$ cat src/rtl/hgrc_pkg.sv
// Shared types, widths and constants for the HSV row gradient color block.
// Used by every module under rtl/; depends on nothing.
package hgrc_pkg;

    localparam int ROW_W      = 12;
    localparam int HUE_W      = 17;
    localparam int CH_W       = 8;
    localparam int HNUM_W     = HUE_W + ROW_W;
    localparam int CNUM_W     = CH_W + ROW_W;
    localparam int DIV_STAGES = HUE_W;

    localparam int CFG_IDX_W  = 3;
    localparam int CFG_DATA_W = HUE_W;
    localparam int S_TDATA_W  = ((ROW_W + 7) / 8) * 8;
    localparam int M_TDATA_W  = 3 * CH_W;

    localparam int HUE_SECTOR_I = 15360;
    localparam int SEC_MAX      = ((1 << HUE_W) - 1) / HUE_SECTOR_I;
    localparam int SEC_IDX_W    = $clog2(SEC_MAX + 1);
    localparam int FR_W         = $clog2(HUE_SECTOR_I + 1);
    localparam logic [HUE_W-1:0] HUE_SECTOR = HUE_W'(HUE_SECTOR_I);
    localparam logic [CH_W-1:0]  FULL       = 8'd255;

    localparam int PROD_W   = FR_W + CH_W;
    localparam int PV_W     = 2 * CH_W;
    localparam int PVS_W    = PV_W + 1;
    localparam int XQ_W     = 30;
    localparam int DEN_POW2 = 10;
    localparam logic [PROD_W-1:0] DEN = PROD_W'(255 * HUE_SECTOR_I);

    // floor(x / 3825) for x < 2^20 as (x * RECIP_M) >> RECIP_SHIFT
    localparam int RECIP_W     = 21;
    localparam int RECIP_SHIFT = 32;
    localparam logic [RECIP_W-1:0] RECIP_M = 21'd1122868;
    localparam int MQ_W = XQ_W - DEN_POW2 + RECIP_W;

    typedef enum logic [CFG_IDX_W-1:0] {
        CFG_TOP_HUE    = 3'd0,
        CFG_TOP_SAT    = 3'd1,
        CFG_TOP_VAL    = 3'd2,
        CFG_BOTTOM_HUE = 3'd3,
        CFG_BOTTOM_SAT = 3'd4,
        CFG_BOTTOM_VAL = 3'd5,
        CFG_ROWS       = 3'd6
    } cfg_idx_t;

    typedef enum logic [2:0] {
        SEC_RED     = 3'd0,
        SEC_YELLOW  = 3'd1,
        SEC_GREEN   = 3'd2,
        SEC_CYAN    = 3'd3,
        SEC_BLUE    = 3'd4,
        SEC_MAGENTA = 3'd5
    } sector_t;

    typedef struct packed {
        logic [HUE_W-1:0] top_hue;
        logic [CH_W-1:0]  top_sat;
        logic [CH_W-1:0]  top_val;
        logic [HUE_W-1:0] bottom_hue;
        logic [CH_W-1:0]  bottom_sat;
        logic [CH_W-1:0]  bottom_val;
        logic [ROW_W-1:0] rows_in_frame;
    } cfg_t;

    // interpolation numerators; low bits turn into quotient bits in the divider
    typedef struct packed {
        logic [HNUM_W-1:0] hue;
        logic [CNUM_W-1:0] sat;
        logic [CNUM_W-1:0] val;
        logic              bypass;
    } num_t;

    typedef struct packed {
        logic [HUE_W-1:0] hue;
        logic [CH_W-1:0]  sat;
        logic [CH_W-1:0]  val;
        logic             bypass;
    } hsv_t;

    typedef struct packed {
        logic [CH_W-1:0] blue;
        logic [CH_W-1:0] green;
        logic [CH_W-1:0] red;
    } rgb_t;

    function automatic logic [HUE_W-1:0] sector_base(input logic [SEC_IDX_W-1:0] k);
        sector_base = HUE_W'(k) * HUE_SECTOR;
    endfunction

    function automatic sector_t sector_of(input logic [SEC_IDX_W-1:0] k);
        if (k >= SEC_IDX_W'(6)) begin
            sector_of = sector_t'(3'(k - SEC_IDX_W'(6)));
        end else begin
            sector_of = sector_t'(3'(k));
        end
    endfunction

endpackage

$ cat src/rtl/hgrc_cfg_regs.sv
// Configuration register file: gradient endpoints and row count.
// Depends on hgrc_pkg.
module hgrc_cfg_regs (
    input  logic                             aclk,
    input  logic                             aresetn,
    input  logic                             cfg_valid,
    output logic                             cfg_ready,
    input  logic [hgrc_pkg::CFG_IDX_W-1:0]   cfg_index,
    input  logic [hgrc_pkg::CFG_DATA_W-1:0]  cfg_data,
    output hgrc_pkg::cfg_t                   cfg
);

    hgrc_pkg::cfg_t cfg_reg;

    assign cfg_ready = 1'b1;
    assign cfg       = cfg_reg;

    always_ff @(posedge aclk) begin
        if (!aresetn) begin
            cfg_reg.top_hue       <= '0;
            cfg_reg.top_sat       <= 8'd3;
            cfg_reg.top_val       <= 8'd230;
            cfg_reg.bottom_hue    <= '0;
            cfg_reg.bottom_sat    <= 8'd3;
            cfg_reg.bottom_val    <= 8'd26;
            cfg_reg.rows_in_frame <= 12'd600;
        end else if (cfg_valid && cfg_ready) begin
            case (hgrc_pkg::cfg_idx_t'(cfg_index))
                hgrc_pkg::CFG_TOP_HUE: begin
                    cfg_reg.top_hue <= cfg_data;
                end
                hgrc_pkg::CFG_TOP_SAT: begin
                    cfg_reg.top_sat <= cfg_data[hgrc_pkg::CH_W-1:0];
                end
                hgrc_pkg::CFG_TOP_VAL: begin
                    cfg_reg.top_val <= cfg_data[hgrc_pkg::CH_W-1:0];
                end
                hgrc_pkg::CFG_BOTTOM_HUE: begin
                    cfg_reg.bottom_hue <= cfg_data;
                end
                hgrc_pkg::CFG_BOTTOM_SAT: begin
                    cfg_reg.bottom_sat <= cfg_data[hgrc_pkg::CH_W-1:0];
                end
                hgrc_pkg::CFG_BOTTOM_VAL: begin
                    cfg_reg.bottom_val <= cfg_data[hgrc_pkg::CH_W-1:0];
                end
                hgrc_pkg::CFG_ROWS: begin
                    cfg_reg.rows_in_frame <= cfg_data[hgrc_pkg::ROW_W-1:0];
                end
                default: begin
                end
            endcase
        end
    end

endmodule

$ cat config.mk
export PLATFORM = sky130hd
export DESIGN_NAME = hgrc_cfg_regs
export DESIGN_NICKNAME = d
export VERILOG_FILES = /design/src/rtl/hgrc_pkg.sv /design/src/rtl/hgrc_cfg_regs.sv
export SDC_FILE = /design/constraint.sdc
export NUM_CORES = 1
export LEC_CHECK = 0
export BUFFER_PORTS_ARGS = -buffer_cell sky130_fd_sc_hd__buf_2
export CAP_MARGIN = 20
export CORE_MARGIN = 2
export CORE_UTILIZATION = 49
export CTS_CLUSTER_DIAMETER = 60
export DETAILED_ROUTE_END_ITERATION = 6
export PLACE_DENSITY = 0.78
export SKIP_LAST_GASP = 1
export SYNTH_ARGS = -nofsm -noshare
export SYNTH_HDL_FRONTEND = slang
export SYNTH_SLANG_ARGS = --single-unit
$ cat constraint.sdc
create_clock -name aclk -period 1.49 [get_ports aclk]
set_input_delay 0 -clock aclk [delete_from_list [all_inputs] [get_ports aclk]]
set_output_delay 0 -clock aclk [all_outputs]
set_load 0.02 [all_outputs]
==> impl_metrics.json <==
{
  "status": "complete, no violations",
  "synth_ff_type": "dfxtp_1",
  "crit_arrival_ns": 1.09,
  "coreArea_um2": 5890,
  "synth-edff-count": 0,
  "critical_path_buf_inv_count": 2,
  "postCtsSetupRepairBufs": 0,
  "dieArea_um2": 6710,
  "final_cell_mix": "buf_2, nand2_1, mux2i_1, dfxtp_1, nor2b_1",
  "finalHoldWorstSlack_ns": 0.143,
  "post-route-cell-area_um2": 3920,
  "critPathKind": "input port to register",
  "final_max_slew_viol_count": 0,
  "clock_latency_ns": 0.33,
  "track_usage_pct": 22.1,
  "combinationalPowerShare_pct": 10.0,
  "finalCriticalPeriod_ns": 0.875,
  "post-dp-hpwl_mm": 4.96,
  "via_count_of_the_first_global_routing_pass": 2310,
  "power-per-cell-area_nw_per_um2": 999,
  "viasPerCell": 4.93,
  "clock_path_buffers": 2,
  "path_delay_family": "simple AND/OR/NAND/NOR gates",
  "yosys_register_bits": 78,
  "crit_path_cell_trace": "buf_2, or4b_1, buf_4, mux2i_1",
  "finish.net_count": 431,
  "yosys-top-cells-area": "dfxtp_1, mux2i_1, nand2_1",
  "crit_path_start_kind": "input port",
  "synthDistinctLibCells": 14,
  "cell_row_count": 28,
  "grt_antenna_before_repair": 0,
  "critical_path_required_ns": 1.70,
  "synthesis.nets": 312,
  "multiInputGateArea_um2": 1330,
  "internal_power_mw": 2.98,
  "start_util_pct": 50.6,
  "gpl.final_weighted_congestion": 0.778,
  "seq_area_frac_synth_pct": 52.5,
  "postCtsResizedCells": 0,
  "hold_violations": 0,
  "skew_ns": 0,
  "flow.area_growth_from_synthesis_pct": 31.6,
  "setup_viol_count_final": 0,
  "netlist_instances": 289,
  "net-switching-power_mw": 0.929,
  "tritoncts": "built",
  "clkTransAtPathRegs_ns": 0.07,
  "route.detailed.drc": 0,
  "power.leakage_nw": 2.06,
  "design.portCount": 102,
  "sequential_cell_area_um2": 1560,
  "largest_net_degree_at_the_start_of_global_routing": 44,
  "synth_area_um2": 2980,
  "detailedRoute.firstPassIterationCount": 4,
  "largest_reg_flops": 78,
  "drtAntennaViolNets": 0,
  "syn-mean-instance-area_um2": 10.3,
  "synth.largest_area_cell": "dfxtp_1",
  "clk_root_buffer_cell": "clkbuf_8",
  "drt_wl_total_mm": 7.22,
  "irDropWorstVdd_uv": 621,
  "overflow": 0,
  "antenna_cells_inserted": 0,
  "async_reset_ff_share_pct": 0,
  "achievable-frequency_ghz": 1.14,
  "h-tree-depth": 3,
  "pwr-share-seq_pct": 55.1,
  "die-width_um": 81.9,
  "wl_per_cell_um": 14.8,
  "port_buffers": 100,
  "die_height_um": 81.9,
  "switching_share_pct": 23.8,
  "grt_setup_unrepaired": "no",
  "critical_path.slowest_cell": "or4b_1",
  "placedInstanceArea_um2": 3580,
  "max_cap_violations": 0,
  "fillerInstances": 491,
  "final_common_cell": "buf_2",
  "hold_path_class": "input port to register",
  "drt_iter0_drc": 80,
  "grt_first_pass_wirelength_mm": 11.0,
  "drive_above_1_share_pct": 30.3,
  "dr_total_vias": 2399,
  "numClockSinks": 78,
  "clock_buffers_created_by_tritoncts": 9,
  "finalSetupTns_ns": 0,
  "worst_path_largest_cell_delay_ns": 0.54,
  "kind_of_end_point_of_the_critical_path": "register",
  "p_clk_share_pct": 34.9,
  "ys.warnings.count": 0,
  "largest_fanout_of_any_net_on_the_critical_path": 17,
  "layout_worst_path_cycle_share_pct": 58.8,
  "synth.top_cell.area_share_pct": 52.5
}
## per-layer routing
layer | vias up | GRT usage [%] | share of wire (%)
li1 | 1196 | - | -
met1 | 1118 | 25.9 | 43
met2 | 70 | 38.5 | 49
met3 | 15 | 4.62 | 5.6
met4 | 0 | 10.2 | 2.3
met5 | - | 0 | 0
## final timing paths
path	slack [ns]	from	depth (start not counted)	endpoint
setup / recovery	0.61	cfg_index[0]	4	cfg[69]$_SDFFE_PN0P_
hold / removal	0.14	aresetn	4	cfg[11]$_SDFFE_PN0P_
setup reg to reg	0.84	cfg[3]$_SDFFE_PN1P_	2	cfg[3]$_SDFFE_PN1P_
hold reg to reg	0.46	cfg[48]$_SDFFE_PN0P_	2	cfg[48]$_SDFFE_PN0P_
## cell usage after synthesis (2+ instances only)
cell	number
nand2_1	79
buf_6	2
nand4b_1	3
dfxtp_1	78
nor4bb_1	2
clkbuf_1	12
buf_2	5
nor2b_1	25
mux2i_1	78
## layout make-up
type                    instances  area share (%)
flip-flops and latches         78            39.9
multi-input cells             191            33.9
repair buffers                128            19.6
clock buffers                  14            4.15
well taps                      75            2.40
clock inverters                 1           0.128
## per-stage QoR
stage | power (mW) | setup slack, ns | instances | utilization [%]
after floorplan | 2.42 | 0.431 | 289 | -
after global placement | 2.55 | 0.276 | 455 | 60.8
after detailed placement | 2.56 | 0.257 | 455 | 60.8
after CTS | 3.94 | 0.615 | 487 | 66.5
after global routing | 4.06 | 0.587 | 487 | 66.5
final | 3.91 | 0.615 | 487 | 66.5
## cell families after synthesis
logic type	count (synthesis)	synth area share (%)
buffers and inverters	20	3.36
flip-flops	78	52.5
multiplexers	78	26.2
other	1	0.126
AND/OR/NAND/NOR	112	17.8
## power groups by stage
stage / Sequential (mW) / Clock (mW) / Combinational, mW
floorplan: 2.26 / 0 / 0.160
CTS: 2.15 / 1.40 / 0.392
detailed placement: 2.20 / 0 / 0.356
global placement: 2.20 / 0 / 0.349
global route: 2.16 / 1.48 / 0.423
finish: 2.15 / 1.37 / 0.391
## worst reg2reg max path, stage by stage, from the launching register on
cell and delay [ns]:
dfxtp_1 0.31, nor2b_1 0.12, mux2i_1 0.10
## repair_timing
| action | in CTS | in global routing |
|---|---|---|
| hold buffers | 17 | 0 |
| endpoints found under the hold margin | 39 | 0 |
| endpoints found under the setup margin | 0 | 0 |
(Power assumes the default switching activity.)
