[config.mk]
export PLATFORM = sky130hd
export DESIGN_NAME = hgrc_div_pipe
export DESIGN_NICKNAME = d
export VERILOG_FILES = /design/src/rtl/hgrc_pkg.sv /design/src/rtl/hgrc_div_pipe.sv
export SDC_FILE = /design/constraint.sdc
export NUM_CORES = 2
export LEC_CHECK = 0
export BUFFER_PORTS_ARGS = -buffer_cell sky130_fd_sc_hd__buf_4
export CELL_PAD_IN_SITES_DETAIL_PLACEMENT = 1
export CELL_PAD_IN_SITES_GLOBAL_PLACEMENT = 1
export CORE_UTILIZATION = 40
export DETAILED_ROUTE_END_ITERATION = 8
export GPL_ROUTABILITY_DRIVEN = 0
export PLACE_DENSITY_LB_ADDON = 0.05
export SKIP_CTS_REPAIR_TIMING = 1
export SLEW_MARGIN = 20
export SYNTH_ARGS = -nofsm -noshare
export SYNTH_HDL_FRONTEND = slang
export SYNTH_SLANG_ARGS = --single-unit
export TNS_END_PERCENT = 100
[constraint.sdc]
create_clock -name aclk -period 10.7 [get_ports aclk]
set_input_delay 0.535 -clock aclk [delete_from_list [all_inputs] [get_ports aclk]]
set_output_delay 0.535 -clock aclk [all_outputs]
set_load 0.01 [all_outputs]
[src/rtl/hgrc_pkg.sv]
// Shared types, widths and constants for the HSV row gradient color block.
// Used by every module under rtl/; depends on nothing.
package hgrc_pkg;

    localparam int ROW_W      = 12;
    localparam int HUE_W      = 17;
    localparam int CH_W       = 8;
    localparam int HNUM_W     = HUE_W + ROW_W;
    localparam int CNUM_W     = CH_W + ROW_W;
    localparam int DIV_STAGES = HUE_W;

    localparam int CFG_IDX_W  = 3;
    localparam int CFG_DATA_W = HUE_W;
    localparam int S_TDATA_W  = ((ROW_W + 7) / 8) * 8;
    localparam int M_TDATA_W  = 3 * CH_W;

    localparam int HUE_SECTOR_I = 15360;
    localparam int SEC_MAX      = ((1 << HUE_W) - 1) / HUE_SECTOR_I;
    localparam int SEC_IDX_W    = $clog2(SEC_MAX + 1);
    localparam int FR_W         = $clog2(HUE_SECTOR_I + 1);
    localparam logic [HUE_W-1:0] HUE_SECTOR = HUE_W'(HUE_SECTOR_I);
    localparam logic [CH_W-1:0]  FULL       = 8'd255;

    localparam int PROD_W   = FR_W + CH_W;
    localparam int PV_W     = 2 * CH_W;
    localparam int PVS_W    = PV_W + 1;
    localparam int XQ_W     = 30;
    localparam int DEN_POW2 = 10;
    localparam logic [PROD_W-1:0] DEN = PROD_W'(255 * HUE_SECTOR_I);

    // floor(x / 3825) for x < 2^20 as (x * RECIP_M) >> RECIP_SHIFT
    localparam int RECIP_W     = 21;
    localparam int RECIP_SHIFT = 32;
    localparam logic [RECIP_W-1:0] RECIP_M = 21'd1122868;
    localparam int MQ_W = XQ_W - DEN_POW2 + RECIP_W;

    typedef enum logic [CFG_IDX_W-1:0] {
        CFG_TOP_HUE    = 3'd0,
        CFG_TOP_SAT    = 3'd1,
        CFG_TOP_VAL    = 3'd2,
        CFG_BOTTOM_HUE = 3'd3,
        CFG_BOTTOM_SAT = 3'd4,
        CFG_BOTTOM_VAL = 3'd5,
        CFG_ROWS       = 3'd6
    } cfg_idx_t;

    typedef enum logic [2:0] {
        SEC_RED     = 3'd0,
        SEC_YELLOW  = 3'd1,
        SEC_GREEN   = 3'd2,
        SEC_CYAN    = 3'd3,
        SEC_BLUE    = 3'd4,
        SEC_MAGENTA = 3'd5
    } sector_t;

    typedef struct packed {
        logic [HUE_W-1:0] top_hue;
        logic [CH_W-1:0]  top_sat;
        logic [CH_W-1:0]  top_val;
        logic [HUE_W-1:0] bottom_hue;
        logic [CH_W-1:0]  bottom_sat;
        logic [CH_W-1:0]  bottom_val;
        logic [ROW_W-1:0] rows_in_frame;
    } cfg_t;

    // interpolation numerators; low bits turn into quotient bits in the divider
    typedef struct packed {
        logic [HNUM_W-1:0] hue;
        logic [CNUM_W-1:0] sat;
        logic [CNUM_W-1:0] val;
        logic              bypass;
    } num_t;

    typedef struct packed {
        logic [HUE_W-1:0] hue;
        logic [CH_W-1:0]  sat;
        logic [CH_W-1:0]  val;
        logic             bypass;
    } hsv_t;

    typedef struct packed {
        logic [CH_W-1:0] blue;
        logic [CH_W-1:0] green;
        logic [CH_W-1:0] red;
    } rgb_t;

    function automatic logic [HUE_W-1:0] sector_base(input logic [SEC_IDX_W-1:0] k);
        sector_base = HUE_W'(k) * HUE_SECTOR;
    endfunction

    function automatic sector_t sector_of(input logic [SEC_IDX_W-1:0] k);
        if (k >= SEC_IDX_W'(6)) begin
            sector_of = sector_t'(3'(k - SEC_IDX_W'(6)));
        end else begin
            sector_of = sector_t'(3'(k));
        end
    endfunction

endpackage

[src/rtl/hgrc_div_pipe.sv]
// Pipelined restoring divider: numerators over rows_in_frame, one quotient bit per stage.
// Hue lane runs all stages, saturation and value lanes finish early; depends on hgrc_pkg.
module hgrc_div_pipe (
    input  logic                          aclk,
    input  logic                          aresetn,
    input  logic [hgrc_pkg::ROW_W-1:0]    rows,
    input  logic                          in_valid,
    output logic                          in_ready,
    input  hgrc_pkg::num_t                in_num,
    output logic                          out_valid,
    input  logic                          out_ready,
    output hgrc_pkg::hsv_t                out_hsv
);

    localparam int RW = hgrc_pkg::ROW_W;
    localparam int QH = hgrc_pkg::HUE_W;
    localparam int QC = hgrc_pkg::CH_W;
    localparam int HW = hgrc_pkg::HNUM_W;
    localparam int CW = hgrc_pkg::CNUM_W;
    localparam int N  = hgrc_pkg::DIV_STAGES;

    function automatic hgrc_pkg::num_t div_step(input hgrc_pkg::num_t cur,
                                                input logic [RW-1:0]   r,
                                                input logic            do_ch);
        hgrc_pkg::num_t nxt;
        logic [RW:0]    trial;
        logic [RW:0]    rem;
        logic           ge;
        nxt = cur;
        trial = {cur.hue[HW-1:QH], cur.hue[QH-1]};
        ge = (trial >= {1'b0, r});
        rem = ge ? (trial - {1'b0, r}) : trial;
        nxt.hue = {rem[RW-1:0], cur.hue[QH-2:0], ge};
        if (do_ch) begin
            trial = {cur.sat[CW-1:QC], cur.sat[QC-1]};
            ge = (trial >= {1'b0, r});
            rem = ge ? (trial - {1'b0, r}) : trial;
            nxt.sat = {rem[RW-1:0], cur.sat[QC-2:0], ge};
            trial = {cur.val[CW-1:QC], cur.val[QC-1]};
            ge = (trial >= {1'b0, r});
            rem = ge ? (trial - {1'b0, r}) : trial;
            nxt.val = {rem[RW-1:0], cur.val[QC-2:0], ge};
        end
        div_step = nxt;
    endfunction

    hgrc_pkg::num_t st_reg  [N];
    hgrc_pkg::num_t st_in   [N];
    hgrc_pkg::num_t st_next [N];
    logic [N-1:0]   vld_reg;
    logic [N-1:0]   vin;
    logic [N:0]     rdy;

    assign rdy[N] = out_ready;

    for (genvar k = 0; k < N; k++) begin : g_stage
        if (k == 0) begin : g_head
            assign st_in[k] = in_num;
            assign vin[k]   = in_valid;
        end else begin : g_body
            assign st_in[k] = st_reg[k-1];
            assign vin[k]   = vld_reg[k-1];
        end
        assign rdy[k]     = !vld_reg[k] || rdy[k+1];
        assign st_next[k] = div_step(st_in[k], rows, (k < QC) ? 1'b1 : 1'b0);
    end

    always_ff @(posedge aclk) begin
        if (!aresetn) begin
            vld_reg <= '0;
        end else begin
            for (int i = 0; i < N; i++) begin
                if (rdy[i]) begin
                    vld_reg[i] <= vin[i];
                end
            end
        end
    end

    always_ff @(posedge aclk) begin
        for (int i = 0; i < N; i++) begin
            if (rdy[i] && vin[i]) begin
                st_reg[i] <= st_next[i];
            end
        end
    end

    assign in_ready       = rdy[0];
    assign out_valid      = vld_reg[N-1];
    assign out_hsv.hue    = st_reg[N-1].hue[QH-1:0];
    assign out_hsv.sat    = st_reg[N-1].sat[QC-1:0];
    assign out_hsv.val    = st_reg[N-1].val[QC-1:0];
    assign out_hsv.bypass = st_reg[N-1].bypass;

endmodule

==> impl_metrics.toml <==
[cells_and_area]
fin_util_pct = 46.5
antennaDiodeCount = 0
num-nets-final = 4804
fillers = 12700
syn_to_final_growth_pct = 14.6
largest_reg_flops = 938
drive_gt1_share_pct = 10.7

[sta]
rsz0062_at_grt = "false"
setup_ws_ns = 6.48
fin_skew_ns = 0.0554
max_freq_mhz = 237
worst_slew_pin_slew_ns = 0.976
drv_slew = 0
period_share_pct = 39.4
period_needed_ns = 4.22
slew_headroom_pct = 33.3
hold_viol_final = 0
fin_setup_tns_ns = 0
finalSetupViolCount = 0

[synthesis]
ys_warn_count = 0
yosysUniqueCellTypes = 70
netlist_instances = 4060
synth_edf_count = 938
synth-async-reset-ratio_pct = 0
synth_area_per_cell_um2 = 12.2
synth_top_area_share_pct = 56.7
synth_flop_cell = "edfxtp_1"
synth.area.top_cells = "edfxtp_1 (57%), ha_1 (10%), o21ai_0 (3.7%)"
synth_top_area_cell = "edfxtp_1"
syn_nets = 4572
synth-seq-cells = 955
synth_seq_area_share_pct = 57.4
syn_area_um2 = 49700

[global_route]
busiest_layer = "met2"
met3_usage_pct = 2.54
grtUsageTotal_pct = 19.8
grt_pass1_wl_um = 195000
grt.overflow.total = 0
grt_max_degree = 61
grt_pass1_vias = 33800
met2_usage_pct = 34.1
use_met1_pct = 26.4
antenna_found_initial = 1

[die]
die_w_um = 354
die-height_um = 354
placement_rows = 128
core_um2 = 123000
start_util_pct = 40.6
pin_count = 122
die-area_um2 = 126000

[critical_path]
arrival_ns = 3.68
cp-start-kind = "flip-flop"
critPathRequiredTime_ns = 10.17
crit_fanout = 7
path_class = "reg -> out"
end_kind = "primary output"

[placed_design]
hpwl_um = 87900
dp_slack_ns = 5.75
port_buffers = 121

[drt]
wl_per_cell_um = 20.8
drt_iter0_drc = 1611
vias_per_cell = 5.38
drt_wl_total_um = 125000
drc = 0
via_count = 32300
antenna_left = 0
firstDrtPassIters = 5

[clock_tree]
clock_sinks = 955
clk_path_buf_depth = 3
clkLatencyLatePin_ns = 0.73
cts_tree = "built"
cts_buffers = 106
clkTransAtPathRegs_ns = 0.06
cts_root_buf = "clkbuf_16"
cts-htree-levels = 3

[outcome]
outcome = "completed"

[power]
ir_drop_mv = 0.148
powerDensity_nw_per_um2 = 165
leakage_uw = 0.0208

[run]
maxCapViolCount = 0

[hold_path]
worst_hold_path_type = "in -> reg"
==> path summary, 6_finish.rpt <==
kind / from / end / slack [ns] / depth (start not counted)
worst min register to register: st_reg[0][161] / st_reg[0][232] / 0.37 / 0
worst max-delay path: vld_reg[15] / in_ready / 6.48 / 7
worst max register to register: vld_reg[15] / st_reg[0][16] / 6.79 / 7
worst min-delay path: in_num[21] / st_reg[0][22] / 0.05 / 1
==> power breakdown <==
part | total (µW) | switching (µW) | internal [µW]
combinational | 1320 | 766 | 553
clock | 3830 | 1570 | 2260
sequential | 4270 | 50.3 | 4220
total | 9410 | 2380 | 7030
==> synth_stat cells (6+ instances only) <==
| cell | count |
|---|---|
| mux2i_1 | 30 |
| and3_1 | 30 |
| xnor2_1 | 131 |
| a21oi_1 | 253 |
| dfxtp_1 | 17 |
| edfxtp_1 | 938 |
| a2111oi_0 | 8 |
| nand3_1 | 56 |
| o221a_2 | 12 |
| o311ai_0 | 10 |
| o311a_1 | 16 |
| a211oi_1 | 16 |
| xor2_1 | 89 |
| fa_1 | 30 |
| mux2_4 | 14 |
| mux2_2 | 54 |
| buf_2 | 11 |
| nor4_1 | 34 |
| o31a_1 | 26 |
| nor3b_1 | 6 |
| nor2b_1 | 86 |
| clkbuf_1 | 60 |
| nand2_1 | 381 |
| nor3_1 | 115 |
| a21boi_0 | 13 |
| o21bai_1 | 7 |
| o21ai_0 | 369 |
| a21o_1 | 76 |
| nand4_1 | 70 |
| nand2b_1 | 46 |
| or3_1 | 26 |
| or4_1 | 9 |
| nor2_1 | 173 |
| o22ai_1 | 10 |
| ha_1 | 396 |
| a31oi_1 | 10 |
| inv_1 | 195 |
| o32ai_1 | 14 |
| o41ai_1 | 14 |
| a32oi_1 | 12 |
| o31ai_1 | 44 |
| o21a_1 | 88 |
==> layout by cell type (no fill, tap or decap), drive strengths merged, types with 26 or more instances in the layout <==
cell | synthesis | final
o21ai | 370 | 370
nor3 | 117 | 117
a21o | 76 | 76
dlygate4sd3 | 0 | 30
nand2 | 381 | 381
buf | 13 | 167
nor2 | 173 | 173
nor2b | 86 | 86
ha | 396 | 396
xor2 | 89 | 89
o31ai | 44 | 44
o31a | 26 | 26
mux2i | 30 | 30
mux2 | 68 | 68
clkbuf | 60 | 127
nand2b | 46 | 46
nand3 | 56 | 56
xnor2 | 131 | 131
clkinv | 0 | 44
o21a | 90 | 90
inv | 198 | 199
nand4 | 70 | 70
a21oi | 254 | 254
edfxtp | 938 | 938
fa | 30 | 30
and3 | 30 | 30
nor4 | 34 | 34
or3 | 26 | 26
==> layer usage <==
| layer | share of wire, % | vias to the layer above |
|---|---|---|
| li1 | - | 15900 |
| met1 | 47 | 15900 |
| met2 | 49 | 340 |
| met3 | 2.4 | 172 |
| met4 | 2.2 | 0 |
| met5 | 0 | - |
==> metrics by stage <==
| step | hold slack, ns | cell area [µm²] | instances | total power [µW] |
|---|---|---|---|---|
| finish | 0.0523 | 57000 | 6007 | 9410 |
| global route | 0.00460 | 57000 | 6007 | 9820 |
| CTS | -0.103 | 56600 | 5977 | 9540 |
| detailed placement | 0.405 | 53000 | 5779 | 5660 |
| global placement | 0.400 | 52900 | 5779 | 5630 |
| floorplan | 0.400 | 49700 | 4060 | 5280 |
==> worst max-delay path, cell delays in order (launching register included) <==
cell and delay (ns):
dfxtp_1 0.42, and4b_1 0.44, and4_1 0.44, and3_1 0.45, and3_1 0.42, and3_1 0.47, nand3_1 0.15, buf_4 0.17
==> layout make-up <==
| class | instances | area [µm²] | area share, % |
|---|---|---|---|
| sequential | 955 | 28500 | 50.1 |
| multi-input combinational | 2834 | 20400 | 35.9 |
| clock buffer | 127 | 2750 | 4.83 |
| tap | 1625 | 2030 | 3.57 |
| timing repair buffer | 197 | 1550 | 2.73 |
| clock inverter | 71 | 935 | 1.64 |
| inverter | 198 | 743 | 1.30 |
==> cell families (layout without fill, tap and decap cells) <==
| kind of cell | Yosys count | after routing | share of synthesized area [%] |
|---|---|---|---|
| and+or+nand+nor | 1048 | 1048 | 10.1 |
| buffers and inverters | 271 | 593 | 2.12 |
| adders and majority gates | 426 | 426 | 11.2 |
| DFF | 955 | 955 | 57.4 |
| xor gates and xnor gates | 220 | 220 | 3.88 |
| AOI/OAI and AO/OA | 1042 | 1042 | 13.1 |
| muxes | 98 | 98 | 2.25 |
Note: power is estimated with default switching activity, not from simulation.
