[src/rtl/hgrc_pkg.sv]
// Shared types, widths and constants for the HSV row gradient color block.
// Used by every module under rtl/; depends on nothing.
package hgrc_pkg;

    localparam int ROW_W      = 12;
    localparam int HUE_W      = 17;
    localparam int CH_W       = 8;
    localparam int HNUM_W     = HUE_W + ROW_W;
    localparam int CNUM_W     = CH_W + ROW_W;
    localparam int DIV_STAGES = HUE_W;

    localparam int CFG_IDX_W  = 3;
    localparam int CFG_DATA_W = HUE_W;
    localparam int S_TDATA_W  = ((ROW_W + 7) / 8) * 8;
    localparam int M_TDATA_W  = 3 * CH_W;

    localparam int HUE_SECTOR_I = 15360;
    localparam int SEC_MAX      = ((1 << HUE_W) - 1) / HUE_SECTOR_I;
    localparam int SEC_IDX_W    = $clog2(SEC_MAX + 1);
    localparam int FR_W         = $clog2(HUE_SECTOR_I + 1);
    localparam logic [HUE_W-1:0] HUE_SECTOR = HUE_W'(HUE_SECTOR_I);
    localparam logic [CH_W-1:0]  FULL       = 8'd255;

    localparam int PROD_W   = FR_W + CH_W;
    localparam int PV_W     = 2 * CH_W;
    localparam int PVS_W    = PV_W + 1;
    localparam int XQ_W     = 30;
    localparam int DEN_POW2 = 10;
    localparam logic [PROD_W-1:0] DEN = PROD_W'(255 * HUE_SECTOR_I);

    // floor(x / 3825) for x < 2^20 as (x * RECIP_M) >> RECIP_SHIFT
    localparam int RECIP_W     = 21;
    localparam int RECIP_SHIFT = 32;
    localparam logic [RECIP_W-1:0] RECIP_M = 21'd1122868;
    localparam int MQ_W = XQ_W - DEN_POW2 + RECIP_W;

    typedef enum logic [CFG_IDX_W-1:0] {
        CFG_TOP_HUE    = 3'd0,
        CFG_TOP_SAT    = 3'd1,
        CFG_TOP_VAL    = 3'd2,
        CFG_BOTTOM_HUE = 3'd3,
        CFG_BOTTOM_SAT = 3'd4,
        CFG_BOTTOM_VAL = 3'd5,
        CFG_ROWS       = 3'd6
    } cfg_idx_t;

    typedef enum logic [2:0] {
        SEC_RED     = 3'd0,
        SEC_YELLOW  = 3'd1,
        SEC_GREEN   = 3'd2,
        SEC_CYAN    = 3'd3,
        SEC_BLUE    = 3'd4,
        SEC_MAGENTA = 3'd5
    } sector_t;

    typedef struct packed {
        logic [HUE_W-1:0] top_hue;
        logic [CH_W-1:0]  top_sat;
        logic [CH_W-1:0]  top_val;
        logic [HUE_W-1:0] bottom_hue;
        logic [CH_W-1:0]  bottom_sat;
        logic [CH_W-1:0]  bottom_val;
        logic [ROW_W-1:0] rows_in_frame;
    } cfg_t;

    // interpolation numerators; low bits turn into quotient bits in the divider
    typedef struct packed {
        logic [HNUM_W-1:0] hue;
        logic [CNUM_W-1:0] sat;
        logic [CNUM_W-1:0] val;
        logic              bypass;
    } num_t;

    typedef struct packed {
        logic [HUE_W-1:0] hue;
        logic [CH_W-1:0]  sat;
        logic [CH_W-1:0]  val;
        logic             bypass;
    } hsv_t;

    typedef struct packed {
        logic [CH_W-1:0] blue;
        logic [CH_W-1:0] green;
        logic [CH_W-1:0] red;
    } rgb_t;

    function automatic logic [HUE_W-1:0] sector_base(input logic [SEC_IDX_W-1:0] k);
        sector_base = HUE_W'(k) * HUE_SECTOR;
    endfunction

    function automatic sector_t sector_of(input logic [SEC_IDX_W-1:0] k);
        if (k >= SEC_IDX_W'(6)) begin
            sector_of = sector_t'(3'(k - SEC_IDX_W'(6)));
        end else begin
            sector_of = sector_t'(3'(k));
        end
    endfunction

endpackage

[src/rtl/hgrc_lerp_mul.sv]
// Front end: row clamp, endpoint products and interpolation numerators.
// Three register stages; depends on hgrc_pkg.
module hgrc_lerp_mul (
    input  logic                          aclk,
    input  logic                          aresetn,
    input  hgrc_pkg::cfg_t                cfg,
    input  logic                          in_valid,
    output logic                          in_ready,
    input  logic [hgrc_pkg::ROW_W-1:0]    in_row,
    output logic                          out_valid,
    input  logic                          out_ready,
    output hgrc_pkg::num_t                out_num
);

    localparam int RW = hgrc_pkg::ROW_W;
    localparam int HW = hgrc_pkg::HNUM_W;
    localparam int CW = hgrc_pkg::CNUM_W;

    typedef struct packed {
        logic [RW-1:0] y;
        logic [RW-1:0] d;
        logic          bypass;
    } clamp_t;

    typedef struct packed {
        logic [HW-1:0] hue_a;
        logic [HW-1:0] hue_b;
        logic [CW-1:0] sat_a;
        logic [CW-1:0] sat_b;
        logic [CW-1:0] val_a;
        logic [CW-1:0] val_b;
        logic          bypass;
    } prod_t;

    clamp_t         a_reg, a_next;
    prod_t          b_reg, b_next;
    hgrc_pkg::num_t c_reg, c_next;
    logic           a_vld_reg, b_vld_reg, c_vld_reg;
    logic           a_rdy, b_rdy, c_rdy;

    assign c_rdy    = !c_vld_reg || out_ready;
    assign b_rdy    = !b_vld_reg || c_rdy;
    assign a_rdy    = !a_vld_reg || b_rdy;
    assign in_ready = a_rdy;

    // rows at or past the count (and every row when the count is zero) take the bottom color
    always_comb begin
        a_next.y      = in_row;
        a_next.d      = cfg.rows_in_frame - in_row;
        a_next.bypass = (in_row >= cfg.rows_in_frame);
    end

    always_comb begin
        b_next.hue_a  = HW'(cfg.top_hue) * HW'(a_reg.d);
        b_next.hue_b  = HW'(cfg.bottom_hue) * HW'(a_reg.y);
        b_next.sat_a  = CW'(cfg.top_sat) * CW'(a_reg.d);
        b_next.sat_b  = CW'(cfg.bottom_sat) * CW'(a_reg.y);
        b_next.val_a  = CW'(cfg.top_val) * CW'(a_reg.d);
        b_next.val_b  = CW'(cfg.bottom_val) * CW'(a_reg.y);
        b_next.bypass = a_reg.bypass;
    end

    always_comb begin
        c_next.hue    = b_reg.hue_a + b_reg.hue_b;
        c_next.sat    = b_reg.sat_a + b_reg.sat_b;
        c_next.val    = b_reg.val_a + b_reg.val_b;
        c_next.bypass = b_reg.bypass;
    end

    always_ff @(posedge aclk) begin
        if (!aresetn) begin
            a_vld_reg <= 1'b0;
            b_vld_reg <= 1'b0;
            c_vld_reg <= 1'b0;
        end else begin
            if (a_rdy) begin
                a_vld_reg <= in_valid;
            end
            if (b_rdy) begin
                b_vld_reg <= a_vld_reg;
            end
            if (c_rdy) begin
                c_vld_reg <= b_vld_reg;
            end
        end
    end

    always_ff @(posedge aclk) begin
        if (a_rdy && in_valid) begin
            a_reg <= a_next;
        end
        if (b_rdy && a_vld_reg) begin
            b_reg <= b_next;
        end
        if (c_rdy && b_vld_reg) begin
            c_reg <= c_next;
        end
    end

    assign out_valid = c_vld_reg;
    assign out_num   = c_reg;

endmodule

[config.mk]
export PLATFORM = sky130hd
export DESIGN_NAME = hgrc_lerp_mul
export DESIGN_NICKNAME = d
export VERILOG_FILES = /design/src/rtl/hgrc_pkg.sv /design/src/rtl/hgrc_lerp_mul.sv
export SDC_FILE = /design/constraint.sdc
export NUM_CORES = 2
export LEC_CHECK = 0
export ABC_AREA = 1
export BUFFER_PORTS_ARGS = -buffer_cell sky130_fd_sc_hd__buf_4
export CAP_MARGIN = 20
export CORE_AREA = 2 2 315 317
export CTS_BUF_LIST = sky130_fd_sc_hd__clkbuf_2 sky130_fd_sc_hd__clkbuf_4 sky130_fd_sc_hd__clkbuf_8
export DETAILED_ROUTE_END_ITERATION = 8
export DIE_AREA = 0 0 317 319
export GPL_TIMING_DRIVEN = 0
export PLACE_DENSITY_LB_ADDON = 0.12
export SYNTH_ARGS = -nofsm -noshare
export SYNTH_HDL_FRONTEND = slang
export SYNTH_SLANG_ARGS = --single-unit
[constraint.sdc]
create_clock -name aclk -period 15.25 [get_ports aclk]
set_input_delay 2.2875 -clock aclk [delete_from_list [all_inputs] [get_ports aclk]]
set_output_delay 2.2875 -clock aclk [all_outputs]
set_load 0.01 [all_outputs]
==> impl_table.tex <==
\begin{tabular}{lr}
\hline
Metric & Value \\
\hline
\multicolumn{2}{l}{\textbf{Detailed routing}} \\
\quad Antenna-violating nets left & 0 \\
\quad Overall via count from detail\_route & 31100 \\
\quad Number of DRC violations after detailed-routing iteration 0 & approximately 1700 \\
\quad Post-detailed-route DRC marker count & 0 \\
\quad Average wire per standard cell & 16.52 µm \\
\quad 1st-pass router iterations & 6 \\
\quad Vias per inst & 4.696 \\
\quad Final WL & 109400 µm \\
\multicolumn{2}{l}{\textbf{GRT}} \\
\quad Global routing usage summed across all routing layers & roughly 22\% \\
\quad Vias in the first global route & 32090 \\
\quad Largest net degree at the start of global routing & 99 \\
\quad Initial antenna violation count & 2 \\
\quad Overall overflow remaining after global route & 0 \\
\quad First-pass GRT wire length & approximately 180000 µm \\
\multicolumn{2}{l}{\textbf{Timing}} \\
\quad Hold Fails Final Rpt & 0 \\
\quad Slew margin rel. & 36.00\% \\
\quad Time the worst path needs with I/O delays and setup & 6.738 ns \\
\quad Unrepaired setup endpoints after global routing & no \\
\quad Final worst path period share & $\sim$44\% \\
\quad Clk\_skew & 0.09922 ns \\
\quad Final setup viols & 0 \\
\quad Actual transition at the worst max-transition pin & 0.9600 ns \\
\quad Final total negative setup slack & 0 ns \\
\quad Highest attainable clock frequency & 148.4 MHz \\
\quad Number of slew-limit violations in the final report & 0 \\
\multicolumn{2}{l}{\textbf{Cells and area}} \\
\quad Area Overhead vs Synth & 10.05\% \\
\quad Post-layout net count & 6309 \\
\quad Max FFs per register & 139 \\
\quad Fill cells & 10090 \\
\quad Share of cells above drive strength 1 & under 10\% \\
\multicolumn{2}{l}{\textbf{Critical path}} \\
\quad CP max FO & 10 \\
\quad Setup crit start kind & input port \\
\quad Data required time of the worst path & between 15 and 20 ns \\
\quad Classification of the worst setup path & in -> reg \\
\quad Worst setup EP type & register \\
\quad Arrival time at the worst endpoint & 7.12 ns \\
\multicolumn{2}{l}{\textbf{Clock tree}} \\
\quad TritonCTS clock tree & done \\
\quad Library cell used as clock root buffer & sky130\_fd\_sc\_hd\_\_clkbuf\_8 \\
\quad Hold buffers post-CTS & 0 \\
\quad CTS Sinks & 237 \\
\quad Number of buffers added by the clock tree synthesis step & 46 \\
\quad Clock latency at the later pin of the worst-skew pair & 0.71 ns \\
\quad Setup Fix Bufs, Post-CTS & 0 \\
\quad Number of buffers on the longest clock path & 3 \\
\quad H-tree levels & 2 \\
\quad Clock Pin Slew Worst Setup and Hold Paths & 0.06 ns \\
\quad Post-CTS sizing & 0 \\
\multicolumn{2}{l}{\textbf{Die}} \\
\quad Area of the die & 0.1011 mm² \\
\quad Top Ports & approximately 170 \\
\quad Area of the placeable core & 0.09770 mm² \\
\quad Effective utilization at floorplan & 39.82\% \\
\quad Row Count & roughly 120 \\
\quad Vertical extent of the die & $\sim$320 µm \\
\quad Die boundary width & approximately 320 µm \\
\multicolumn{2}{l}{\textbf{Logic synthesis}} \\
\quad Share of the synthesized area in the top cell type & 27.99\% \\
\quad Most instantiated flip-flop cell in the synthesis netlist & sky130\_fd\_sc\_hd\_\_edfxtp\_1 \\
\quad Fraction of synthesis flops using an asynchronous set or reset pin & 0\% \\
\quad Cell types with the largest area share after synthesis & sky130\_fd\_sc\_hd\_\_fa\_1 28\%, sky130\_fd\_sc\_hd\_\_edfxtp\_1 18\%, sky130\_fd\_sc\_hd\_\_nand2\_1 16\%, sky130\_fd\_sc\_hd\_\_inv\_1 13\%, sky130\_fd\_sc\_hd\_\_ha\_1 12\% \\
\quad Proportion of synthesized chip area in sequential cells & 18.22\% \\
\quad Net count after synthesis & 6092 \\
\quad Count of flip-flops with a built-in enable after synthesis & 234 \\
\quad Post-synthesis area per instance & 7.655 µm² \\
\quad Synth cell count leaders & 1638 x sky130\_fd\_sc\_hd\_\_nand2\_1, 1329 x sky130\_fd\_sc\_hd\_\_inv\_1, 544 x sky130\_fd\_sc\_hd\_\_fa\_1 \\
\quad Most numerous cell in the Yosys netlist & sky130\_fd\_sc\_hd\_\_nand2\_1 \\
\quad Total of flip-flops plus latches after synthesis & about 240 \\
\quad Cell Area, Synth & 0.03890 mm² \\
\quad Number of distinct library cells after synthesis & 33 \\
\quad Yosys synthesis warning count & 0 \\
\quad Cell type with the largest total area after synthesis & sky130\_fd\_sc\_hd\_\_fa\_1 \\
\quad Post-synthesis instance total & 5082 \\
\multicolumn{2}{l}{\textbf{Place}} \\
\quad HPWL after DPL & 92790 µm \\
\quad GPL Wtd Cong & 0.8915 \\
\quad Buffers on Ports & about 170 \\
\multicolumn{2}{l}{\textbf{Outcome}} \\
\quad Result of the run & complete, no violations \\
\multicolumn{2}{l}{\textbf{Min path}} \\
\quad Hold WC Path Type & reg -> reg \\
\multicolumn{2}{l}{\textbf{Run}} \\
\quad Maximum capacitance violations & 0 \\
\hline
\end{tabular}
==> metrics by stage <==
step / hold slack [ns] / cell area [µm²] / setup WS [ns] / cells / util (%)
4_1_cts: 0.4232 / 42810 / 8.564 / 6621 / 43.82
3_3_place_gp: 0.4018 / 41750 / 6.364 / 6534 / 42.73
2_1_floorplan: 0.4003 / 38900 / 8.767 / 5082 / -
5_1_grt: 0.4386 / 42810 / 8.270 / 6622 / 43.82
6_report: 0.4197 / 42810 / 8.512 / 6622 / 43.82
3_5_place_dp: 0.4084 / 41860 / 7.852 / 6538 / 42.85
==> layout make-up <==
class / count / area (µm²) / area share (%)
clock inverter: 29 / 252.7 / 0.5904
inverter: 1330 / 4997 / 11.67
clock buffer: 54 / 693.2 / 1.619
sequential: 237 / 7087 / 16.55
buffer: 162 / 608.1 / 1.420
multi-input combinational: 3353 / 26230 / 61.26
antenna: 1 / 2.502 / 0.005845
timing repair buffer: 169 / 1334 / 3.116
tap: 1287 / 1610 / 3.761
==> cells in the final DEF (no fill, tap or decap), types with 39 or more instances in the layout <==
master and count:
sky130_fd_sc_hd__nand3_1 167, sky130_fd_sc_hd__xor2_1 77, sky130_fd_sc_hd__nand2_1 1638, sky130_fd_sc_hd__fa_1 544, sky130_fd_sc_hd__inv_1 1328, sky130_fd_sc_hd__edfxtp_1 234, sky130_fd_sc_hd__buf_4 165, sky130_fd_sc_hd__nor2_1 188
sky130_fd_sc_hd__a21oi_1 143, sky130_fd_sc_hd__clkbuf_8 46, sky130_fd_sc_hd__xnor2_1 39, sky130_fd_sc_hd__clkbuf_1 162, sky130_fd_sc_hd__ha_1 372
==> worst paths after layout <==
path	start	end	slack [ns]	cells after the start
hold / removal	a_reg[0]	b_reg[0]	0.42	0
setup / recovery	cfg[76]	b_reg[137]	8.51	19
hold reg to reg	a_reg[0]	b_reg[0]	0.42	0
setup reg to reg	a_reg[19]	b_reg[107]	9.32	20
==> logic make-up after synthesis <==
group | count (synthesis) | share of synthesized area, %
XOR/XNOR | 116 | 2.612
AND/OR/NAND/NOR | 2095 | 21.54
buffers and inverters | 1492 | 14.40
AO/OA/AOI/OAI | 226 | 3.277
adder cells (fa/ha/maj) | 916 | 39.96
flip-flops | 237 | 18.22
==> layer usage <==
| metal | GRT usage (%) | part of all wire, % |
|---|---|---|
| met4 | 5.587 | 2.4 |
| met1 | 29.72 | 44 |
| met3 | 2.426 | 4.3 |
| met2 | 39.04 | 49 |
| met5 | 0 | 0 |
==> critical path, stage by stage <==
cell and delay [ns]:
sky130_fd_sc_hd__buf_4 0.09, sky130_fd_sc_hd__clkbuf_1 0.53, sky130_fd_sc_hd__nand2_1 0.17, sky130_fd_sc_hd__fa_1 0.56
sky130_fd_sc_hd__inv_1 0.05, sky130_fd_sc_hd__fa_1 0.49, sky130_fd_sc_hd__inv_1 0.05, sky130_fd_sc_hd__fa_1 0.54
sky130_fd_sc_hd__fa_1 0.43, sky130_fd_sc_hd__fa_1 0.49, sky130_fd_sc_hd__inv_1 0.04, sky130_fd_sc_hd__ha_1 0.45
sky130_fd_sc_hd__nand2_1 0.08, sky130_fd_sc_hd__inv_1 0.10, sky130_fd_sc_hd__nand2_1 0.09, sky130_fd_sc_hd__nor3_1 0.26
sky130_fd_sc_hd__nand3_1 0.17, sky130_fd_sc_hd__nand4_1 0.12, sky130_fd_sc_hd__nand2_1 0.09
Power is not shown: default switching activity piles up to over one toggle a cycle in this logic, so the estimate is an artifact.
