File: config.mk
export PLATFORM = sky130hd
export DESIGN_NAME = hgrc_hsv2rgb
export DESIGN_NICKNAME = d
export VERILOG_FILES = /design/src/rtl/hgrc_pkg.sv /design/src/rtl/hgrc_hsv2rgb.sv
export SDC_FILE = /design/constraint.sdc
export NUM_CORES = 2
export LEC_CHECK = 0
export BUFFER_PORTS_ARGS = -buffer_cell sky130_fd_sc_hd__buf_2
export CAP_MARGIN = 20
export CORE_ASPECT_RATIO = 1.75
export CORE_MARGIN = 2
export CORE_UTILIZATION = 33
export DETAILED_ROUTE_END_ITERATION = 10
export GPL_TIMING_DRIVEN = 0
export PLACE_DENSITY = 0.53
export SLEW_MARGIN = 20
export SYNTH_ARGS = -nofsm -noshare
export SYNTH_HDL_FRONTEND = slang
export SYNTH_SLANG_ARGS = --single-unit
export TNS_END_PERCENT = 10
File: constraint.sdc
create_clock -name aclk -period 7.1 [get_ports aclk]
set_input_delay 1.065 -clock aclk [delete_from_list [all_inputs] [get_ports aclk]]
set_output_delay 1.065 -clock aclk [all_outputs]
set_load 0.1 [all_outputs]
File: src/rtl/hgrc_pkg.sv
// Shared types, widths and constants for the HSV row gradient color block.
// Used by every module under rtl/; depends on nothing.
package hgrc_pkg;

    localparam int ROW_W      = 12;
    localparam int HUE_W      = 17;
    localparam int CH_W       = 8;
    localparam int HNUM_W     = HUE_W + ROW_W;
    localparam int CNUM_W     = CH_W + ROW_W;
    localparam int DIV_STAGES = HUE_W;

    localparam int CFG_IDX_W  = 3;
    localparam int CFG_DATA_W = HUE_W;
    localparam int S_TDATA_W  = ((ROW_W + 7) / 8) * 8;
    localparam int M_TDATA_W  = 3 * CH_W;

    localparam int HUE_SECTOR_I = 15360;
    localparam int SEC_MAX      = ((1 << HUE_W) - 1) / HUE_SECTOR_I;
    localparam int SEC_IDX_W    = $clog2(SEC_MAX + 1);
    localparam int FR_W         = $clog2(HUE_SECTOR_I + 1);
    localparam logic [HUE_W-1:0] HUE_SECTOR = HUE_W'(HUE_SECTOR_I);
    localparam logic [CH_W-1:0]  FULL       = 8'd255;

    localparam int PROD_W   = FR_W + CH_W;
    localparam int PV_W     = 2 * CH_W;
    localparam int PVS_W    = PV_W + 1;
    localparam int XQ_W     = 30;
    localparam int DEN_POW2 = 10;
    localparam logic [PROD_W-1:0] DEN = PROD_W'(255 * HUE_SECTOR_I);

    // floor(x / 3825) for x < 2^20 as (x * RECIP_M) >> RECIP_SHIFT
    localparam int RECIP_W     = 21;
    localparam int RECIP_SHIFT = 32;
    localparam logic [RECIP_W-1:0] RECIP_M = 21'd1122868;
    localparam int MQ_W = XQ_W - DEN_POW2 + RECIP_W;

    typedef enum logic [CFG_IDX_W-1:0] {
        CFG_TOP_HUE    = 3'd0,
        CFG_TOP_SAT    = 3'd1,
        CFG_TOP_VAL    = 3'd2,
        CFG_BOTTOM_HUE = 3'd3,
        CFG_BOTTOM_SAT = 3'd4,
        CFG_BOTTOM_VAL = 3'd5,
        CFG_ROWS       = 3'd6
    } cfg_idx_t;

    typedef enum logic [2:0] {
        SEC_RED     = 3'd0,
        SEC_YELLOW  = 3'd1,
        SEC_GREEN   = 3'd2,
        SEC_CYAN    = 3'd3,
        SEC_BLUE    = 3'd4,
        SEC_MAGENTA = 3'd5
    } sector_t;

    typedef struct packed {
        logic [HUE_W-1:0] top_hue;
        logic [CH_W-1:0]  top_sat;
        logic [CH_W-1:0]  top_val;
        logic [HUE_W-1:0] bottom_hue;
        logic [CH_W-1:0]  bottom_sat;
        logic [CH_W-1:0]  bottom_val;
        logic [ROW_W-1:0] rows_in_frame;
    } cfg_t;

    // interpolation numerators; low bits turn into quotient bits in the divider
    typedef struct packed {
        logic [HNUM_W-1:0] hue;
        logic [CNUM_W-1:0] sat;
        logic [CNUM_W-1:0] val;
        logic              bypass;
    } num_t;

    typedef struct packed {
        logic [HUE_W-1:0] hue;
        logic [CH_W-1:0]  sat;
        logic [CH_W-1:0]  val;
        logic             bypass;
    } hsv_t;

    typedef struct packed {
        logic [CH_W-1:0] blue;
        logic [CH_W-1:0] green;
        logic [CH_W-1:0] red;
    } rgb_t;

    function automatic logic [HUE_W-1:0] sector_base(input logic [SEC_IDX_W-1:0] k);
        sector_base = HUE_W'(k) * HUE_SECTOR;
    endfunction

    function automatic sector_t sector_of(input logic [SEC_IDX_W-1:0] k);
        if (k >= SEC_IDX_W'(6)) begin
            sector_of = sector_t'(3'(k - SEC_IDX_W'(6)));
        end else begin
            sector_of = sector_t'(3'(k));
        end
    endfunction

endpackage

File: src/rtl/hgrc_hsv2rgb.sv
// Six-sector HSV to RGB conversion with p, q and t channels, five register stages.
// The last stage is the output register; depends on hgrc_pkg.
module hgrc_hsv2rgb (
    input  logic              aclk,
    input  logic              aresetn,
    input  hgrc_pkg::cfg_t    cfg,
    input  logic              in_valid,
    output logic              in_ready,
    input  hgrc_pkg::hsv_t    in_hsv,
    output logic              out_valid,
    input  logic              out_ready,
    output hgrc_pkg::rgb_t    out_rgb
);

    localparam int HW  = hgrc_pkg::HUE_W;
    localparam int CHW = hgrc_pkg::CH_W;
    localparam int FW  = hgrc_pkg::FR_W;
    localparam int PW  = hgrc_pkg::PROD_W;
    localparam int VW  = hgrc_pkg::PV_W;
    localparam int VSW = hgrc_pkg::PVS_W;
    localparam int XW  = hgrc_pkg::XQ_W;
    localparam int MW  = hgrc_pkg::MQ_W;
    localparam int KW  = hgrc_pkg::SEC_IDX_W;
    localparam int SH  = hgrc_pkg::RECIP_SHIFT;

    typedef struct packed {
        hgrc_pkg::sector_t sector;
        logic [FW-1:0]     fr;
        logic [CHW-1:0]    sat;
        logic [CHW-1:0]    val;
    } sect_t;

    typedef struct packed {
        hgrc_pkg::sector_t sector;
        logic [PW-1:0]     fq;
        logic [PW-1:0]     ft;
        logic [VW-1:0]     pv;
        logic [CHW-1:0]    val;
    } scale_t;

    typedef struct packed {
        hgrc_pkg::sector_t sector;
        logic [XW-1:0]     xq;
        logic [XW-1:0]     xt;
        logic [CHW-1:0]    cp;
        logic [CHW-1:0]    val;
    } chan_t;

    typedef struct packed {
        hgrc_pkg::sector_t sector;
        logic [MW-1:0]     mq;
        logic [MW-1:0]     mt;
        logic [CHW-1:0]    cp;
        logic [CHW-1:0]    val;
    } recip_t;

    sect_t          s1_reg, s1_next;
    scale_t         s2_reg, s2_next;
    chan_t          s3_reg, s3_next;
    recip_t         s4_reg, s4_next;
    hgrc_pkg::rgb_t s5_reg, s5_next;
    logic           s1_vld_reg, s2_vld_reg, s3_vld_reg, s4_vld_reg, s5_vld_reg;
    logic           s1_rdy, s2_rdy, s3_rdy, s4_rdy, s5_rdy;

    logic [HW-1:0]  hue_sel;
    logic [KW-1:0]  k;
    logic [VSW-1:0] pv_sum;
    logic [CHW-1:0] cq, ct;

    assign s5_rdy   = !s5_vld_reg || out_ready;
    assign s4_rdy   = !s4_vld_reg || s5_rdy;
    assign s3_rdy   = !s3_vld_reg || s4_rdy;
    assign s2_rdy   = !s2_vld_reg || s3_rdy;
    assign s1_rdy   = !s1_vld_reg || s2_rdy;
    assign in_ready = s1_rdy;

    // sector index by parallel compares against multiples of 60 degrees
    always_comb begin
        hue_sel = in_hsv.bypass ? cfg.bottom_hue : in_hsv.hue;
        k = '0;
        for (int j = 1; j <= hgrc_pkg::SEC_MAX; j++) begin
            if (hue_sel >= hgrc_pkg::sector_base(KW'(j))) begin
                k = KW'(j);
            end
        end
        s1_next.sector = hgrc_pkg::sector_of(k);
        s1_next.fr     = FW'(hue_sel - hgrc_pkg::sector_base(k));
        s1_next.sat    = in_hsv.bypass ? cfg.bottom_sat : in_hsv.sat;
        s1_next.val    = in_hsv.bypass ? cfg.bottom_val : in_hsv.val;
    end

    always_comb begin
        s2_next.sector = s1_reg.sector;
        s2_next.fq     = PW'(s1_reg.fr) * PW'(s1_reg.sat);
        s2_next.ft     = PW'(FW'(hgrc_pkg::HUE_SECTOR) - s1_reg.fr) * PW'(s1_reg.sat);
        s2_next.pv     = VW'(s1_reg.val) * VW'(hgrc_pkg::FULL - s1_reg.sat);
        s2_next.val    = s1_reg.val;
    end

    // x / 255 = (x + (x >> 8) + 1) >> 8 for x up to 255 * 255
    always_comb begin
        pv_sum         = VSW'(s2_reg.pv) + VSW'(s2_reg.pv >> CHW) + VSW'(1);
        s3_next.sector = s2_reg.sector;
        s3_next.xq     = XW'(s2_reg.val) * XW'(hgrc_pkg::DEN - s2_reg.fq);
        s3_next.xt     = XW'(s2_reg.val) * XW'(hgrc_pkg::DEN - s2_reg.ft);
        s3_next.cp     = pv_sum[VW-1:CHW];
        s3_next.val    = s2_reg.val;
    end

    always_comb begin
        s4_next.sector = s3_reg.sector;
        s4_next.mq     = MW'(s3_reg.xq[XW-1:hgrc_pkg::DEN_POW2]) * MW'(hgrc_pkg::RECIP_M);
        s4_next.mt     = MW'(s3_reg.xt[XW-1:hgrc_pkg::DEN_POW2]) * MW'(hgrc_pkg::RECIP_M);
        s4_next.cp     = s3_reg.cp;
        s4_next.val    = s3_reg.val;
    end

    always_comb begin
        cq = s4_reg.mq[SH+CHW-1:SH];
        ct = s4_reg.mt[SH+CHW-1:SH];
        case (s4_reg.sector)
            hgrc_pkg::SEC_RED: begin
                s5_next = '{blue: s4_reg.cp, green: ct, red: s4_reg.val};
            end
            hgrc_pkg::SEC_YELLOW: begin
                s5_next = '{blue: s4_reg.cp, green: s4_reg.val, red: cq};
            end
            hgrc_pkg::SEC_GREEN: begin
                s5_next = '{blue: ct, green: s4_reg.val, red: s4_reg.cp};
            end
            hgrc_pkg::SEC_CYAN: begin
                s5_next = '{blue: s4_reg.val, green: cq, red: s4_reg.cp};
            end
            hgrc_pkg::SEC_BLUE: begin
                s5_next = '{blue: s4_reg.val, green: s4_reg.cp, red: ct};
            end
            hgrc_pkg::SEC_MAGENTA: begin
                s5_next = '{blue: cq, green: s4_reg.cp, red: s4_reg.val};
            end
            default: begin
                s5_next = '{blue: cq, green: s4_reg.cp, red: s4_reg.val};
            end
        endcase
    end

    always_ff @(posedge aclk) begin
        if (!aresetn) begin
            s1_vld_reg <= 1'b0;
            s2_vld_reg <= 1'b0;
            s3_vld_reg <= 1'b0;
            s4_vld_reg <= 1'b0;
            s5_vld_reg <= 1'b0;
        end else begin
            if (s1_rdy) begin
                s1_vld_reg <= in_valid;
            end
            if (s2_rdy) begin
                s2_vld_reg <= s1_vld_reg;
            end
            if (s3_rdy) begin
                s3_vld_reg <= s2_vld_reg;
            end
            if (s4_rdy) begin
                s4_vld_reg <= s3_vld_reg;
            end
            if (s5_rdy) begin
                s5_vld_reg <= s4_vld_reg;
            end
        end
    end

    always_ff @(posedge aclk) begin
        if (s1_rdy && in_valid) begin
            s1_reg <= s1_next;
        end
        if (s2_rdy && s1_vld_reg) begin
            s2_reg <= s2_next;
        end
        if (s3_rdy && s2_vld_reg) begin
            s3_reg <= s3_next;
        end
        if (s4_rdy && s3_vld_reg) begin
            s4_reg <= s4_next;
        end
        if (s5_rdy && s4_vld_reg) begin
            s5_reg <= s5_next;
        end
    end

    assign out_valid = s5_vld_reg;
    assign out_rgb   = s5_reg;

endmodule

==> flow_summary_export.csv <==
group,metric,value,unit
final_layout,fin_cells,5777,
hold_path,worstHoldEndpoint,"s4_reg[1]",
placement,dp_cells,5701,
clock_tree,cts_sinks,226,
global_routing,gr-total-overflow,0,
floorplan,initial_utilization,33.1,%
floorplan,die_height,462,µm
timing,slew-limit-headroom,32.5,%
floorplan,die_area,123000,µm²
global_routing,grt_max_degree,27,
global_routing,first_global_vias,29667,
routing,viasPerCell,4.68,
synthesis,async_flop_share,0,%
placement,port_buffers,95,
clock_tree,h-tree-depth,1,
worst_setup_path,r2r_setup_slack,0.21,ns
placement,post-dp-hpwl,84.8,mm
synthesis,synth_edf_count,221,
timing,skew,0.0244,ns
clock_tree,clock_path_buffers,3,
final_layout,drive_gt1_share,7.11,%
timing,setup_viol,0,
routing,drc_errors,0,
floorplan,core_area,119000,µm²
timing,worst_slew_pin_slew,1.01,ns
worst_setup_path,worst-path-stages,25,
final_layout,syn_to_final_growth,11.1,%
worst_setup_path,timing.rr.end,"s3_reg[45]",
status,status,"finished, final reports clean",
routing,wl,98.1,mm
synthesis,yosys_most_used_dff,"edfxtp_1",
synthesis,yosys-top-cells-count,"1005 x inv_1, 613 x fa_1, 573 x ha_1",
clock_tree,clk_latency,0.60,ns
worst_setup_path,cp_top_family,"adder cells",
synthesis,ys_seq_area_share,17.0,%
synthesis,synthTopCellsByArea,"fa_1 31%, ha_1 18%, edfxtp_1 17%",
placement,globalplace.congestion,0.858,
timing,max_freq,145,MHz
synthesis,synth_area_leader_cell,"fa_1",
clock_tree,cts_tree,"done",
worst_setup_path,cp_slowest_cell,"fa_1",
worst_setup_path,r2r-start,"s2_reg[46]",
timing,post-route-period-util,97.0,%
floorplan,die_w,266,µm
hold_path,whs_path_depth,0,
routing,drt_iter0_drc,821,
timing,report.final.slew_viol_count,0,
timing,hold_viol,0,
worst_setup_path,cpMostUsedCell,"fa_1",
synthesis,ys_warn_count,0,
synthesis,synth.most_common_cell,"inv_1",
worst_setup_path,critical_path_arrival,7.19,ns
worst_setup_path,cp_data_required_time,7.40,ns
synthesis,syn_area_per_cell,9.72,µm²
synthesis,synthDistinctLibCells,69,
routing,post_drt_wl_per_cell,17.0,µm
hold_path,holdCritStartpoint,"s3_reg[1]",
synthesis,syn_nets,5370,
global_routing,grt_pass1_wl,158,mm
flow_run,cap_violations,0,
final_layout,largest_reg_flops,70,
synthesis,netlist_area,39600,µm²
worst_setup_path,crit_type,"flop to flop",
synthesis,netlist_instances,4068,
synthesis,synth_seq_cells,226,
routing,ant_nets,0,
global_routing,antenna_found_initial,1,
worst_setup_path,crit_fanout,10,
clock_tree,cts_hold_buffers,0,
clock_tree,cts_root_buf,"clkbuf_16",
floorplan,rows,168,
synthesis,synth_top_area_share,31.0,%
worst_setup_path,worstSetupEndpointType,"flop",
routing,vias,27024,
worst_setup_path,path_buf_inv,6,
hold_path,worstHoldPathType,"flop to flop",
timing,period_minus_slack,6.89,ns
clock_tree,path_clk_slew,0.06,ns
worst_setup_path,ff2ff_path_depth,25,
worst_setup_path,slowest_delay,0.57,ns
global_routing,gr-usage-all-layers,16.5,%
floorplan,pin_count,142,
final_layout,nets,5530,
routing,dr.pass1.iters,4,
clock_tree,cts-buffers-inserted,25,
worst_setup_path,start_kind,"flop",
==> area by class of cell <==
type                       count  area (µm²)
tap                         1530        1910
fill                       12079       75500
antenna                        1        2.50
inverter                    1005        3770
timing repair buffer         133         935
sequential                   226        6740
multi-input combinational   2730       29300
buffer                       107         410
clock buffer                  31         678
clock inverter                14         154
==> per-stage QoR <==
stage	TNS, ns	util, %	instance area [µm²]	hold WS (ns)	setup WS, ns
6_report	0	36.8	43900	0.421	0.212
5_1_grt	-0.0133	36.8	43900	0.418	-0.0133
4_1_cts	-0.0966	36.3	43400	0.420	-0.0603
3_5_place_dp	-3.10	35.3	42200	0.407	-0.777
3_3_place_gp	-2.72	35.1	41900	0.405	-0.736
2_1_floorplan	0	-	39600	0.400	0.485
==> cell families (layout without fill, tap and decap cells) <==
family,count (synthesis),in the layout,synth area share [%]
AO/OA/AOI/OAI,316,316,5.21
XOR/XNOR,175,175,3.89
adder cells (fa/ha/maj),1186,1186,49.1
buffers and inverters,1112,1290,10.6
flip-flops,226,226,17.0
multiplexers,66,66,1.78
other,0,1,0
AND/OR/NAND/NOR,987,987,12.4
==> worst max path at each step <==
stage	start	end	slack, ns
floorplan	s2_reg[46]	s3_reg[45]	0.49
global placement	s2_reg[46]	s3_reg[45]	-0.74
detailed placement	s2_reg[46]	s3_reg[45]	-0.78
CTS	s2_reg[46]	s3_reg[45]	-0.06
global route	s2_reg[46]	s3_reg[45]	-0.01
finish	s2_reg[46]	s3_reg[45]	0.21
==> cell usage in the layout (no fill, tap or decap), drive strengths merged, types with 29 or more instances in the layout <==
master / instances
o21ai: 55
nor3: 39
buf: 145
a21oi: 107
mux2i: 31
nor2b: 57
a21o: 29
fa: 613
inv: 1010
ha: 573
mux2: 35
xnor2: 119
clkbuf: 126
nand2: 369
and2: 274
xor2: 56
edfxtp: 221
nand2b: 36
nor2: 129
o21a: 30
==> metal layers <==
layer / vias up / global-route usage, % / wire [µm] / part of all wire, %
li1: 12907 / - / - / -
met1: 13570 / 16.6 / 34800 / 35
met2: 381 / 33.8 / 56200 / 57
met3: 166 / 0.841 / 1830 / 1.9
met4: 0 / 7.85 / 5240 / 5.3
met5: - / 0 / 0 / 0
==> timing repair <==
item | 4_1_cts | 5_1_grt
resized for setup | 45 | 60
buffers inserted | 6 | 24
pin swaps | 7 | 18
setup endpoints to repair | 11 | 16
Power is not shown: default switching activity piles up to over one toggle a cycle in this logic, so the estimate is an artifact.
